$ cat config.mk
export PLATFORM = sky130hd
export DESIGN_NAME = lod_select_with_crossfade
export DESIGN_NICKNAME = d
export VERILOG_FILES = /design/src/hw/rtl/lodx_pkg.sv /design/src/hw/rtl/lodx_cfg.sv /design/src/hw/rtl/lodx_mul.sv /design/src/hw/rtl/lodx_lvl.sv /design/src/hw/rtl/lod_select_with_crossfade.sv
export SDC_FILE = /design/constraint.sdc
export NUM_CORES = 2
export LEC_CHECK = 0
export BUFFER_PORTS_ARGS = -buffer_cell sky130_fd_sc_hd__buf_4
export CAP_MARGIN = 20
export CORE_MARGIN = 1.5
export CORE_UTILIZATION = 60
export CTS_CLUSTER_SIZE = 20
export DETAILED_ROUTE_END_ITERATION = 16
export GPL_TIMING_DRIVEN = 0
export PLACE_DENSITY_LB_ADDON = 0.2
export SETUP_SLACK_MARGIN = 0.4
export SYNTH_ARGS = -nofsm -noshare
export SYNTH_HDL_FRONTEND = slang
export SYNTH_SLANG_ARGS = --single-unit
$ cat constraint.sdc
create_clock -name clk -period 12.5 [get_ports clk]
set_input_delay 2.5 -clock clk [delete_from_list [all_inputs] [get_ports clk]]
set_output_delay 2.5 -clock clk [all_outputs]
set_load 0.01 [all_outputs]
$ cat src/hw/rtl/lodx_pkg.sv
`timescale 1ns / 1ps
`default_nettype none
// ----------------------------------------------------------------------------
// lodx_pkg
// Shared widths, register indexes and the configuration bundle of the
// level-of-detail selector.
// ----------------------------------------------------------------------------
package lodx_pkg;

  localparam int LVL_W      = 2;
  localparam int THR_W      = 18;
  localparam int SCALE_W    = 10;
  localparam int RATE_W     = 12;
  localparam int FTIME_W    = 16;
  localparam int FADE_W     = 17;
  localparam int DIST_W     = 18;
  localparam int CNT_W      = 3;
  localparam int NUM_THR    = 4;
  localparam int CFG_IDX_W  = 3;
  localparam int CFG_DATA_W = 18;
  localparam int FRAC_SHIFT = 8;

  localparam logic [FADE_W-1:0] FADE_ONE = 17'd65536;
  localparam logic [DIST_W-1:0] DIST_MAX = 18'd262143;

  typedef enum logic [CFG_IDX_W-1:0] {
    REG_LEVEL_COUNT = 3'd0,
    REG_THR0        = 3'd1,
    REG_THR1        = 3'd2,
    REG_THR2        = 3'd3,
    REG_THR3        = 3'd4,
    REG_SCALE       = 3'd5,
    REG_FADE_RATE   = 3'd6,
    REG_CROSSFADE   = 3'd7
  } reg_idx_t;

  typedef struct packed {
    logic [CNT_W-1:0]                level_count;
    logic [NUM_THR-1:0][THR_W-1:0]   thr;
    logic [SCALE_W-1:0]              scale;
    logic [RATE_W-1:0]               rate;
    logic                            crossfade_on;
  } cfg_t;

  localparam cfg_t CFG_RESET = '{
    level_count:  3'd0,
    thr:          '0,
    scale:        10'd256,
    rate:         12'd512,
    crossfade_on: 1'b1
  };

endpackage
`default_nettype wire

$ cat src/hw/rtl/lodx_cfg.sv
`timescale 1ns / 1ps
`default_nettype none
// ----------------------------------------------------------------------------
// lodx_cfg
// Configuration register file; one register is written per beat.
// ----------------------------------------------------------------------------
module lodx_cfg
  import lodx_pkg::*;
(
  input  wire logic                  clk,
  input  wire logic                  rst_n,
  input  wire logic                  wr_en,
  input  wire logic [CFG_IDX_W-1:0]  wr_idx,
  input  wire logic [CFG_DATA_W-1:0] wr_data,
  output cfg_t                       cfg
);

  cfg_t cfg_r;
  cfg_t cfg_nxt;

  always_comb begin
    cfg_nxt = cfg_r;
    if (wr_en) begin
      case (reg_idx_t'(wr_idx))
        REG_LEVEL_COUNT: cfg_nxt.level_count  = wr_data[CNT_W-1:0];
        REG_THR0:        cfg_nxt.thr[0]       = wr_data[THR_W-1:0];
        REG_THR1:        cfg_nxt.thr[1]       = wr_data[THR_W-1:0];
        REG_THR2:        cfg_nxt.thr[2]       = wr_data[THR_W-1:0];
        REG_THR3:        cfg_nxt.thr[3]       = wr_data[THR_W-1:0];
        REG_SCALE:       cfg_nxt.scale        = wr_data[SCALE_W-1:0];
        REG_FADE_RATE:   cfg_nxt.rate         = wr_data[RATE_W-1:0];
        REG_CROSSFADE:   cfg_nxt.crossfade_on = wr_data[0];
        default:         cfg_nxt = cfg_r;
      endcase
    end
  end

  always_ff @(posedge clk) begin
    if (!rst_n) begin
      cfg_r <= CFG_RESET;
    end else begin
      cfg_r <= cfg_nxt;
    end
  end

  assign cfg = cfg_r;

endmodule
`default_nettype wire

$ cat src/hw/rtl/lodx_mul.sv
`timescale 1ns / 1ps
`default_nettype none
// ----------------------------------------------------------------------------
// lodx_mul
// Shared unsigned multiplier with a registered product.
// ----------------------------------------------------------------------------
module lodx_mul #(
  parameter int W = 17
) (
  input  wire logic           clk,
  input  wire logic [W-1:0]   op_a,
  input  wire logic [W-1:0]   op_b,
  output logic [2*W-1:0]      prod
);

  logic [2*W-1:0] prod_r;

  always_ff @(posedge clk) begin
    prod_r <= op_a * op_b;
  end

  assign prod = prod_r;

endmodule
`default_nettype wire

$ cat src/hw/rtl/lodx_lvl.sv
`timescale 1ns / 1ps
`default_nettype none
// ----------------------------------------------------------------------------
// lodx_lvl
// Picks the first level whose threshold exceeds the scaled distance.
// ----------------------------------------------------------------------------
module lodx_lvl
  import lodx_pkg::*;
#(
  parameter int LEVELS = 4,
  parameter int SC_W   = 27
) (
  input  wire cfg_t               cfg,
  input  wire logic [SC_W-1:0]    scaled,
  output logic [LVL_W-1:0]        level
);

  localparam int CMP_W = (SC_W > THR_W + FRAC_SHIFT) ? SC_W : THR_W + FRAC_SHIFT;

  logic [CNT_W-1:0] n_used;

  always_comb begin
    n_used = (cfg.level_count > CNT_W'(LEVELS)) ? CNT_W'(LEVELS) : cfg.level_count;
    level  = (n_used == '0) ? '0 : LVL_W'(n_used - CNT_W'(1));
    for (int i = LEVELS - 1; i >= 0; i--) begin
      if ((CNT_W'(i) < n_used) &&
          (CMP_W'(scaled) < CMP_W'({cfg.thr[i], {FRAC_SHIFT{1'b0}}}))) begin
        level = LVL_W'(i);
      end
    end
  end

endmodule
`default_nettype wire

$ cat src/hw/rtl/lod_select_with_crossfade.sv
`timescale 1ns / 1ps
`default_nettype none
// ----------------------------------------------------------------------------
// lod_select_with_crossfade
// Distance-based level-of-detail selection with a timed crossfade.
//
//   Port group | Direction | Handshake       | Beat contents
//   in_*       | input     | valid / stall   | object and camera position, frame time
//   out_*      | output    | valid / stall   | distance, levels, fade amount, fading
//   cfg_*      | input     | valid / ready   | register index and write data
//
// Each item is worked through before the next is taken: the coordinate
// differences are squared and summed on the shared multiplier, then come
// COORD_BITS + 1 square root steps, the scale multiply, the level pick
// and the fade update. The input is stalled while an item is in flight.
// Reset is synchronous and clears the level and fade state and restores the
// configuration defaults. A finished result waits in the output register
// while the next beat is accepted.
// ----------------------------------------------------------------------------
module lod_select_with_crossfade
  import lodx_pkg::*;
#(
  parameter int LEVELS     = 4,
  parameter int COORD_BITS = 16
) (
  input  wire logic                         clk,
  input  wire logic                         rst_n,

  input  wire logic                         in_valid,
  output logic                              in_stall,
  input  wire logic signed [COORD_BITS-1:0] in_object_x,
  input  wire logic signed [COORD_BITS-1:0] in_object_y,
  input  wire logic signed [COORD_BITS-1:0] in_object_z,
  input  wire logic signed [COORD_BITS-1:0] in_camera_x,
  input  wire logic signed [COORD_BITS-1:0] in_camera_y,
  input  wire logic signed [COORD_BITS-1:0] in_camera_z,
  input  wire logic [FTIME_W-1:0]           in_frame_time,

  output logic                              out_valid,
  input  wire logic                         out_stall,
  output logic [DIST_W-1:0]                 out_distance,
  output logic [LVL_W-1:0]                  out_active_level,
  output logic [LVL_W-1:0]                  out_prior_level,
  output logic [FADE_W-1:0]                 out_fade_amount,
  output logic                              out_fading,

  input  wire logic                         cfg_valid,
  output logic                              cfg_ready,
  input  wire logic [CFG_IDX_W-1:0]         cfg_index,
  input  wire logic [CFG_DATA_W-1:0]        cfg_data
);

  localparam int ROOT_W  = COORD_BITS + 1;
  localparam int SUM_W   = 2 * COORD_BITS + 2;
  localparam int REM_W   = COORD_BITS + 3;
  localparam int MUL_W   = (ROOT_W > FTIME_W) ? ROOT_W : FTIME_W;
  localparam int PROD_W  = 2 * MUL_W;
  localparam int SC_W    = ROOT_W + SCALE_W;
  localparam int STEP_W  = $clog2(ROOT_W + 1);
  localparam int INC_W   = FTIME_W + RATE_W - FRAC_SHIFT;
  localparam int ACC_W   = INC_W + 1;
  localparam int DCMP_W  = (ROOT_W > DIST_W) ? ROOT_W : DIST_W;

  typedef enum logic [5:0] {
    ST_IDLE   = 6'b000001,
    ST_SQUARE = 6'b000010,
    ST_ROOT   = 6'b000100,
    ST_SCALE  = 6'b001000,
    ST_LEVEL  = 6'b010000,
    ST_FADE   = 6'b100000
  } state_t;

  cfg_t                     cfg;
  logic                     in_acc;
  logic                     out_free;
  logic signed [ROOT_W-1:0] dif [3];
  logic [ROOT_W-1:0]        mag_in [3];
  logic [MUL_W-1:0]         mul_a;
  logic [MUL_W-1:0]         mul_b;
  logic [PROD_W-1:0]        prod;
  logic [LVL_W-1:0]         lvl_pick;
  logic [REM_W-1:0]         rem_sh;
  logic [REM_W-1:0]         trial;
  logic                     root_ge;
  logic [INC_W-1:0]         fade_inc;
  logic [ACC_W-1:0]         fade_acc;
  logic [DCMP_W-1:0]        root_ext;

  state_t              state_r,    state_nxt;
  logic [STEP_W-1:0]   cnt_r,      cnt_nxt;
  logic [ROOT_W-1:0]   mag_r [3];
  logic [ROOT_W-1:0]   mag_nxt [3];
  logic [FTIME_W-1:0]  ftime_r,    ftime_nxt;
  logic [SUM_W-1:0]    sum_r,      sum_nxt;
  logic [REM_W-1:0]    rem_r,      rem_nxt;
  logic [ROOT_W-1:0]   root_r,     root_nxt;
  logic [LVL_W-1:0]    cur_lvl_r,  cur_lvl_nxt;
  logic [LVL_W-1:0]    prev_lvl_r, prev_lvl_nxt;
  logic [FADE_W-1:0]   prog_r,     prog_nxt;
  logic                active_r,   active_nxt;
  logic                ovalid_r,   ovalid_nxt;
  logic [DIST_W-1:0]   odist_r,    odist_nxt;
  logic [LVL_W-1:0]    oact_r,     oact_nxt;
  logic [LVL_W-1:0]    oprior_r,   oprior_nxt;
  logic [FADE_W-1:0]   ofade_r,    ofade_nxt;
  logic                ofading_r,  ofading_nxt;

  lodx_cfg u_cfg (
    .clk     (clk),
    .rst_n   (rst_n),
    .wr_en   (cfg_valid & cfg_ready),
    .wr_idx  (cfg_index),
    .wr_data (cfg_data),
    .cfg     (cfg)
  );

  lodx_mul #(.W(MUL_W)) u_mul (
    .clk  (clk),
    .op_a (mul_a),
    .op_b (mul_b),
    .prod (prod)
  );

  lodx_lvl #(.LEVELS(LEVELS), .SC_W(SC_W)) u_lvl (
    .cfg    (cfg),
    .scaled (prod[SC_W-1:0]),
    .level  (lvl_pick)
  );

  assign cfg_ready = 1'b1;
  assign in_stall  = (state_r != ST_IDLE);
  assign in_acc    = in_valid && !in_stall;
  assign out_free  = !ovalid_r || !out_stall;

  assign dif[0] = ROOT_W'(in_object_x) - ROOT_W'(in_camera_x);
  assign dif[1] = ROOT_W'(in_object_y) - ROOT_W'(in_camera_y);
  assign dif[2] = ROOT_W'(in_object_z) - ROOT_W'(in_camera_z);

  always_comb begin
    for (int i = 0; i < 3; i++) begin
      mag_in[i] = dif[i][ROOT_W-1] ? ROOT_W'(-dif[i]) : ROOT_W'(dif[i]);
    end
  end

  always_comb begin
    case (state_r)
      ST_SQUARE: begin
        case (cnt_r[1:0])
          2'd0:    mul_a = MUL_W'(mag_r[0]);
          2'd1:    mul_a = MUL_W'(mag_r[1]);
          2'd2:    mul_a = MUL_W'(mag_r[2]);
          default: mul_a = '0;
        endcase
        mul_b = mul_a;
      end
      ST_SCALE: begin
        mul_a = MUL_W'(root_r);
        mul_b = MUL_W'(cfg.scale);
      end
      ST_LEVEL, ST_FADE: begin
        mul_a = MUL_W'(ftime_r);
        mul_b = MUL_W'(cfg.rate);
      end
      default: begin
        mul_a = '0;
        mul_b = '0;
      end
    endcase
  end

  assign rem_sh   = {rem_r[REM_W-3:0], sum_r[SUM_W-1 -: 2]};
  assign trial    = {root_r, 2'b01};
  assign root_ge  = (rem_sh >= trial);
  assign fade_inc = prod[FTIME_W+RATE_W-1:FRAC_SHIFT];
  assign fade_acc = ACC_W'(prog_r) + ACC_W'(fade_inc);
  assign root_ext = DCMP_W'(root_r);

  always_comb begin
    state_nxt    = state_r;
    cnt_nxt      = cnt_r;
    mag_nxt      = mag_r;
    ftime_nxt    = ftime_r;
    sum_nxt      = sum_r;
    rem_nxt      = rem_r;
    root_nxt     = root_r;
    cur_lvl_nxt  = cur_lvl_r;
    prev_lvl_nxt = prev_lvl_r;
    prog_nxt     = prog_r;
    active_nxt   = active_r;
    ovalid_nxt   = ovalid_r && out_stall;
    odist_nxt    = odist_r;
    oact_nxt     = oact_r;
    oprior_nxt   = oprior_r;
    ofade_nxt    = ofade_r;
    ofading_nxt  = ofading_r;

    case (state_r)
      ST_IDLE: begin
        if (in_acc) begin
          mag_nxt   = mag_in;
          ftime_nxt = in_frame_time;
          cnt_nxt   = '0;
          state_nxt = ST_SQUARE;
        end
      end
      ST_SQUARE: begin
        if (cnt_r == '0) begin
          sum_nxt = '0;
        end else begin
          sum_nxt = sum_r + prod[SUM_W-1:0];
        end
        if (cnt_r == STEP_W'(3)) begin
          cnt_nxt   = '0;
          rem_nxt   = '0;
          root_nxt  = '0;
          state_nxt = ST_ROOT;
        end else begin
          cnt_nxt = cnt_r + STEP_W'(1);
        end
      end
      ST_ROOT: begin
        rem_nxt  = root_ge ? rem_sh - trial : rem_sh;
        root_nxt = {root_r[ROOT_W-2:0], root_ge};
        sum_nxt  = {sum_r[SUM_W-3:0], 2'b00};
        if (cnt_r == STEP_W'(ROOT_W - 1)) begin
          state_nxt = ST_SCALE;
        end else begin
          cnt_nxt = cnt_r + STEP_W'(1);
        end
      end
      ST_SCALE: begin
        state_nxt = ST_LEVEL;
      end
      ST_LEVEL: begin
        if (lvl_pick != cur_lvl_r) begin
          if (cfg.crossfade_on) begin
            active_nxt   = 1'b1;
            prog_nxt     = '0;
            prev_lvl_nxt = cur_lvl_r;
          end
          cur_lvl_nxt = lvl_pick;
        end
        state_nxt = ST_FADE;
      end
      ST_FADE: begin
        if (out_free) begin
          if (active_r) begin
            if (fade_acc >= ACC_W'(FADE_ONE)) begin
              prog_nxt   = FADE_ONE;
              active_nxt = 1'b0;
            end else begin
              prog_nxt = fade_acc[FADE_W-1:0];
            end
          end
          ovalid_nxt  = 1'b1;
          odist_nxt   = (root_ext > DCMP_W'(DIST_MAX)) ? DIST_MAX : root_ext[DIST_W-1:0];
          oact_nxt    = cur_lvl_r;
          oprior_nxt  = prev_lvl_r;
          ofade_nxt   = prog_nxt;
          ofading_nxt = active_nxt;
          state_nxt   = ST_IDLE;
        end
      end
      default: begin
        state_nxt = ST_IDLE;
      end
    endcase
  end

  always_ff @(posedge clk) begin
    if (!rst_n) begin
      state_r    <= ST_IDLE;
      cnt_r      <= '0;
      cur_lvl_r  <= '0;
      prev_lvl_r <= '0;
      prog_r     <= '0;
      active_r   <= 1'b0;
      ovalid_r   <= 1'b0;
    end else begin
      state_r    <= state_nxt;
      cnt_r      <= cnt_nxt;
      cur_lvl_r  <= cur_lvl_nxt;
      prev_lvl_r <= prev_lvl_nxt;
      prog_r     <= prog_nxt;
      active_r   <= active_nxt;
      ovalid_r   <= ovalid_nxt;
    end
  end

  always_ff @(posedge clk) begin
    mag_r     <= mag_nxt;
    ftime_r   <= ftime_nxt;
    sum_r     <= sum_nxt;
    rem_r     <= rem_nxt;
    root_r    <= root_nxt;
    odist_r   <= odist_nxt;
    oact_r    <= oact_nxt;
    oprior_r  <= oprior_nxt;
    ofade_r   <= ofade_nxt;
    ofading_r <= ofading_nxt;
  end

  assign out_valid        = ovalid_r;
  assign out_distance     = odist_r;
  assign out_active_level = oact_r;
  assign out_prior_level  = oprior_r;
  assign out_fade_amount  = ofade_r;
  assign out_fading       = ofading_r;

  a_busy_after_accept: assert property (
    @(posedge clk) disable iff (!rst_n)
    in_valid && !in_stall |=> in_stall
  ) else $error("input not stalled after an accepted beat");

  a_fading_below_one: assert property (
    @(posedge clk) disable iff (!rst_n)
    out_valid && out_fading |-> (out_fade_amount < FADE_ONE)
  ) else $error("fade reported in progress at full amount");

  a_result_frees_input: assert property (
    @(posedge clk) disable iff (!rst_n)
    $rose(out_valid) |-> !in_stall
  ) else $error("new result without the sequencer returning to idle");

endmodule
`default_nettype wire

* Word level (Yosys, flattened, before mapping)
Index checks and enable logic that the tools add are counted.
Widths: inputs -> output; s select.
** Word-level totals
- Output and inout bits :: 43
- Logic and storage cells :: 159
- Input port bits :: 138
- Flip-flop bits (word level) :: 341
** Operators by class
- Equal/unequal tests :: 26
- $add $sub $neg :: 11
- $lt $le $gt $ge :: 12
- Muxes and demuxes :: 43
- Multipliers :: 1
- Reduce and logical (&&, ||, !) cells :: 34
** Operator list (count)
- $pmux 17 s3 :: 3
- $mux 17 :: 8
- $lt 27x26->1 :: 4
- $pmux 17 s2 :: 3
- $pmux 34 s2 :: 1
- $neg 17->17 :: 3
- $sub 16x16->17 :: 3
- $mux 16 :: 3
- $pmux 6 s6 :: 1
- $add 34x34->34 :: 1
- $mul 17x17->34 :: 1
- $mux 34 :: 1
- $mux 6 :: 4
- $reduce_and 2->1 :: 12
- $add 17x20->21 :: 1
- $ge 21x17->1 const B :: 1
- $ge 19x19->1 :: 1
- $gt 17x18->1 const B :: 1
- $mux 18 :: 1
- $sub 17x17->17 :: 1
- $mux 5 :: 3
- $pmux 5 s3 :: 1
- $eq 3x3->1 const B :: 4
- $ne 2x2->1 const B :: 6
- 35 further kinds :: 59

* Logic depth before layout (Yosys ltp)
- Word-level depth :: 11
- Mapped depth :: 31
- Gate-level depth less buffers :: 28

* Modules after synthesis
Synthesis repeated with hierarchy kept, for this count alone.
** Unflattened totals
- Cell total of the unflattened synthesis :: 3215
- Area total of the unflattened synthesis :: 30112.6 um2
** Modules (own cells, without submodules)
- lod_select_with_crossfade :: cells an instance 1514, area each 14770.4 um2, sequential area each 5905.7 um2, instances 1
- lodx_mul :: cells an instance 1167, area each 10348.7 um2, sequential area each 680.7 um2, instances 1
- lodx_cfg :: cells an instance 346, area each 3651.0 um2, sequential area each 1961.9 um2, instances 1
- lodx_lvl :: cells an instance 188, area each 1342.5 um2, sequential area each 0.0 um2, instances 1

* Worst setup path after synthesis
Ideal clock, no wire load.
- Path kind :: reg2reg
- Start :: register state_r[5]
- End :: register u_mul.prod_r[33], in the netlist u_mul.prod[33]
- Library setup time :: 0.072 ns
- Path slack :: 4.816 ns
- Path buffers :: 2
- Arrival time :: 7.612 ns
- Cell stages (with the launch flop) :: 27
- Period minus slack after synthesis :: 7.684 ns
- Required time :: 12.428 ns
- Cell sequence :: dfxtp_1 -> or4_1 -> or3b_2 -> nand2_1 -> clkbuf_1 -> a221o_1 -> clkbuf_1 -> nand2_1 -> fa_1 -> fa_1 -> fa_1 -> inv_1 -> fa_1 -> fa_1 -> inv_1 -> fa_1 -> inv_1 -> ha_1 -> a41oi_1 -> o21ai_0 -> a21oi_1 -> a21boi_0 -> a41oi_1 -> o21ai_0 -> a31o_2 -> a21oi_1 -> xnor2_1
** On the way
- Cells in the longest elaborated chain, start to end :: 4
- Elaborated cells on any way between the ends :: 8
- Classes of those cells :: 1 x mul; 4 x eq/ne; 2 x mux; 1 x reduce/logical
** Ends and longest elaborated chain
- start: declaration :: line lod_select_with_crossfade.sv:89 : state_t state_r, state_nxt;
- start signal: assignment :: line lod_select_with_crossfade.sv:280 : state_r <= state_nxt;
- $eq 6x6->1 or $eq 6x5->1 (tied branches) :: line lod_select_with_crossfade.sv:146 : case (state_r)
- $reduce_or 2->1 :: line lod_select_with_crossfade.sv:146
- $pmux 17 s3 :: line lod_select_with_crossfade.sv:146
- $mul 17x17->34 (*) :: line lodx_mul.sv:19 : prod_r <= op_a * op_b;
- end signal: assignment :: line lodx_mul.sv:19
- end: declaration :: line lodx_mul.sv:16 : logic [2*W-1:0] prod_r;
Every way passes the cells marked *; elsewhere a longest branch is shown, timed or not.
A chain may end at the register's enable or synchronous reset.

* Worst setup path in the final report
Same ends and word-level chain as after synthesis.

==> run_results.csv <==
group,metric,value,unit
power,combPwrFrac,0.308,
synth,synth_top_area_share,0.182,
die,dieHeight,222,um
clocking,postCtsSetupBuffers,0,
power,ir_worst_vdd,0.0990,mV
synth,seq_area_frac_synth,0.284,
clocking,postCtsHoldBufs,0,
global_routing,track_usage,0.327,
worst_setup_path,worstPathRequired,12950,ps
timing,hold_viol,0,
route,num_vias,24300,
clocking,htreeDepth,2,
route,m1WireLength,32900,um
clocking,cts_tree,"yes",
worst_setup_path,crit_cells,30,
cells_and_area,postLayoutCoreUtil,0.677,
power,p_sw,0.00128,W
timing,final.min_clock_period,9590,ps
timing,hold_slack,441,ps
clocking,cts.sinks,322,
synth,ys.flop_type,"edfxtp_1",
timing,fmax,104,MHz
clocking,cts_buffer_depth,3,
worst_hold_path,min_path_type,"reg -> reg",
die,fp.coreArea,47500,sq um
synth,syn_area_per_cell,8.94,sq um
route,drc,0,
worst_setup_path,slowest_delay,590,ps
power,power_switching_share,0.354,
power,pwr_density_cell,112,nW/um^2
placement,post-dp-hpwl,64300,um
global_routing,antenna_found_initial,1,
cells_and_area,antenna_cells,0,
worst_setup_path,reg2reg_depth,30,
route,drt_iter0_drc,2067,
run_status,status,"finished clean",
clocking,cts_resized,0,
power,p_int,0.00233,W
route,dr_wl_met3,5910,um
clocking,clock_latency,580,ps
power,pwr-share-clk,0.299,
timing,relSlewSlack,0.110,
die,start_util,0.605,
timing,period_share,0.768,
route,dr_wl_met2,37200,um
worst_setup_path,crit_type,"reg -> reg",
worst_setup_path,cp.buffers_inverters,8,
worst_setup_path,reg2reg_setup_slack,2910,ps
clocking,clk_pin_slew_worst_paths,60,ps
synth,synth_most_common_cell,"inv_1",
worst_setup_path,cp_max_fo,10,
synth,synth_fp_nets,3868,
synth,syn_area,28800,sq um
timing,rsz0062_at_grt,"false",
route,drt_pass1_iterations,8,
cells_and_area,fin_nets,4091,
die,dieArea,49300,sq um
worst_hold_path,holdPathStages,0,
power,seqPwrFrac,0.393,
placement,post-place-ws,3120,ps
global_routing,overflow,0,
synth,synth-async-reset-ratio,0,
timing,worst_pin_slew,1330,ps
run,drv_cap,0,
global_routing,grt_pass1_vias,24400,
route,highest-signal-layer,"met5",
timing,drv_slew,0,
timing,setup_tns,0,ps
clocking,cts_buffers,37,
power,p_leak,14.3,nW
worst_setup_path,critical_path_arrival,10040,ps
worst_setup_path,cp_slowest_cell,"fa_1",
route,vias_per_cell,5.96,
cells_and_area,drive_above_1_share,0.0817,
placement,gp_congestion,1.00,
timing,finalSetupViolCount,0,
synth,synth.distinct_cells,82,
synth,synth_top_area_cell,"edfxtp_1",
die,fp-row-count,80,
worst_setup_path,cp-end-kind,"register",
synth,synth.top_cells.by_area,"edfxtp_1 18%, fa_1 16%, ha_1 12%, dfxtp_1 10%, inv_1 6.0%",
worst_setup_path,worstSetupStartpointType,"register",
clocking,cts-root-buf,"clkbuf_16",
route,routed_wl,80200,um
timing,finalWorstSetupSlack,2910,ps
synth,yosysWarnings,0,
die,io_pins,181,
global_routing,grt_pass1_wl,128000,um
cells_and_area,syn_to_final_growth,11.9,%
route,wl_per_cell,19.7,um
timing,finClkSkew,27.1,ps
worst_setup_path,cp_top_family,"adder cells",
synth,ys_seq_elements,322,
worst_setup_path,cp_common_cell,"fa_1",
placement,io_buffer_count,174,
die,die_w,222,um
global_routing,grt_start_max_net_pins,68,
synth,synth_edf_count,174,
route,final_antenna_net_count,0,
synth,synth_common_cells,"463 x inv_1, 456 x nand2_1, 283 x ha_1",
synth,postSynthCellCount,3218,
[power by group through the flow]
stage	clock (W)	sequential (W)	combinational (W)
after CTS	0.00109	0.00141	0.00109
after detailed placement	0	0.00143	0.00109
after global placement	0	0.00144	0.00104
after global routing	0.00113	0.00142	0.00121
after floorplan	0	0.00138	0.000766
final	0.00108	0.00142	0.00111
[flip-flops by register name, indices dropped and copies added (netlist names), 5 cells and up]
signal,flops
cnt_r,5
ftime_r,16
mag_r,51
out_distance,17
out_fade_amount,17
prog_r,17
rem_r,17
root_r,17
state_r,6
sum_r,34
u_cfg.cfg,80
u_mul.prod,34
[path summary, 6_finish.rpt]
kind | start | endpoint
setup / recovery | state_r[5] | u_mul.prod[33]
hold / removal | prev_lvl_r[0] | out_prior_level[0]
setup reg to reg | state_r[5] | u_mul.prod[33]
hold reg to reg | prev_lvl_r[0] | out_prior_level[0]
[metrics by stage]
step,total power [W],area [sq um],cells
after detailed placement,0.00252,31000,4016
after global routing,0.00377,32200,4081
after floorplan,0.00214,28800,3218
after CTS,0.00359,32200,4080
final,0.00361,32200,4081
after global placement,0.00247,30900,4007
[cells in the final DEF, fill, tap and decap left out, types with 12 or more instances in the layout]
| cell | n |
|---|---|
| fa_1 | 229 |
| nand2_1 | 455 |
| clkbuf_1 | 95 |
| inv_1 | 463 |
| xnor2_1 | 100 |
| and2_1 | 23 |
| a31oi_1 | 25 |
| nand3_1 | 45 |
| and3_1 | 14 |
| o211ai_1 | 13 |
| a221oi_1 | 21 |
| dfxtp_1 | 148 |
| a221o_1 | 23 |
| nand2b_1 | 16 |
| a22o_1 | 34 |
| xor2_1 | 56 |
| or3_1 | 12 |
| a21o_1 | 54 |
| buf_4 | 177 |
| ha_1 | 283 |
| nand4_1 | 19 |
| o21bai_1 | 16 |
| mux2i_1 | 23 |
| edfxtp_1 | 174 |
| nor3_1 | 27 |
| clkbuf_16 | 39 |
| o21ai_0 | 91 |
| a21oi_1 | 224 |
| nor2b_1 | 33 |
| o21a_1 | 23 |
| a222oi_1 | 12 |
| a211oi_1 | 16 |
| nor2_1 | 264 |
| nor4_1 | 15 |
[final cells by class]
cell class / instances / area, sq um
Multi-Input combinational cell: 2322 / 18500
Fill cell: 3772 / 15300
Buffer: 108 / 427
Sequential cell: 322 / 8190
Inverter: 466 / 1750
Tap cell: 615 / 769
Timing Repair Buffer: 184 / 1420
Clock inverter: 14 / 134
Clock buffer: 50 / 1050
[cell families after synthesis]
group / count (synthesis) / synth area share
other: 2 / 0.000261
flip-flops: 322 / 0.284
AND/OR/NAND/NOR: 969 / 0.148
buffers and inverters: 574 / 0.0756
adder cells (fa/ha/maj): 512 / 0.282
XOR/XNOR: 156 / 0.0475
multiplexers: 25 / 0.00878
AO/OA/AOI/OAI: 658 / 0.154
[per-layer routing]
layer,up-vias,GRT usage
met2,1040,0.539
met1,11700,0.419
met4,2,0.164
met5,-,0
met3,208,0.0541
li1,11300,-
(Power assumes the default switching activity.)
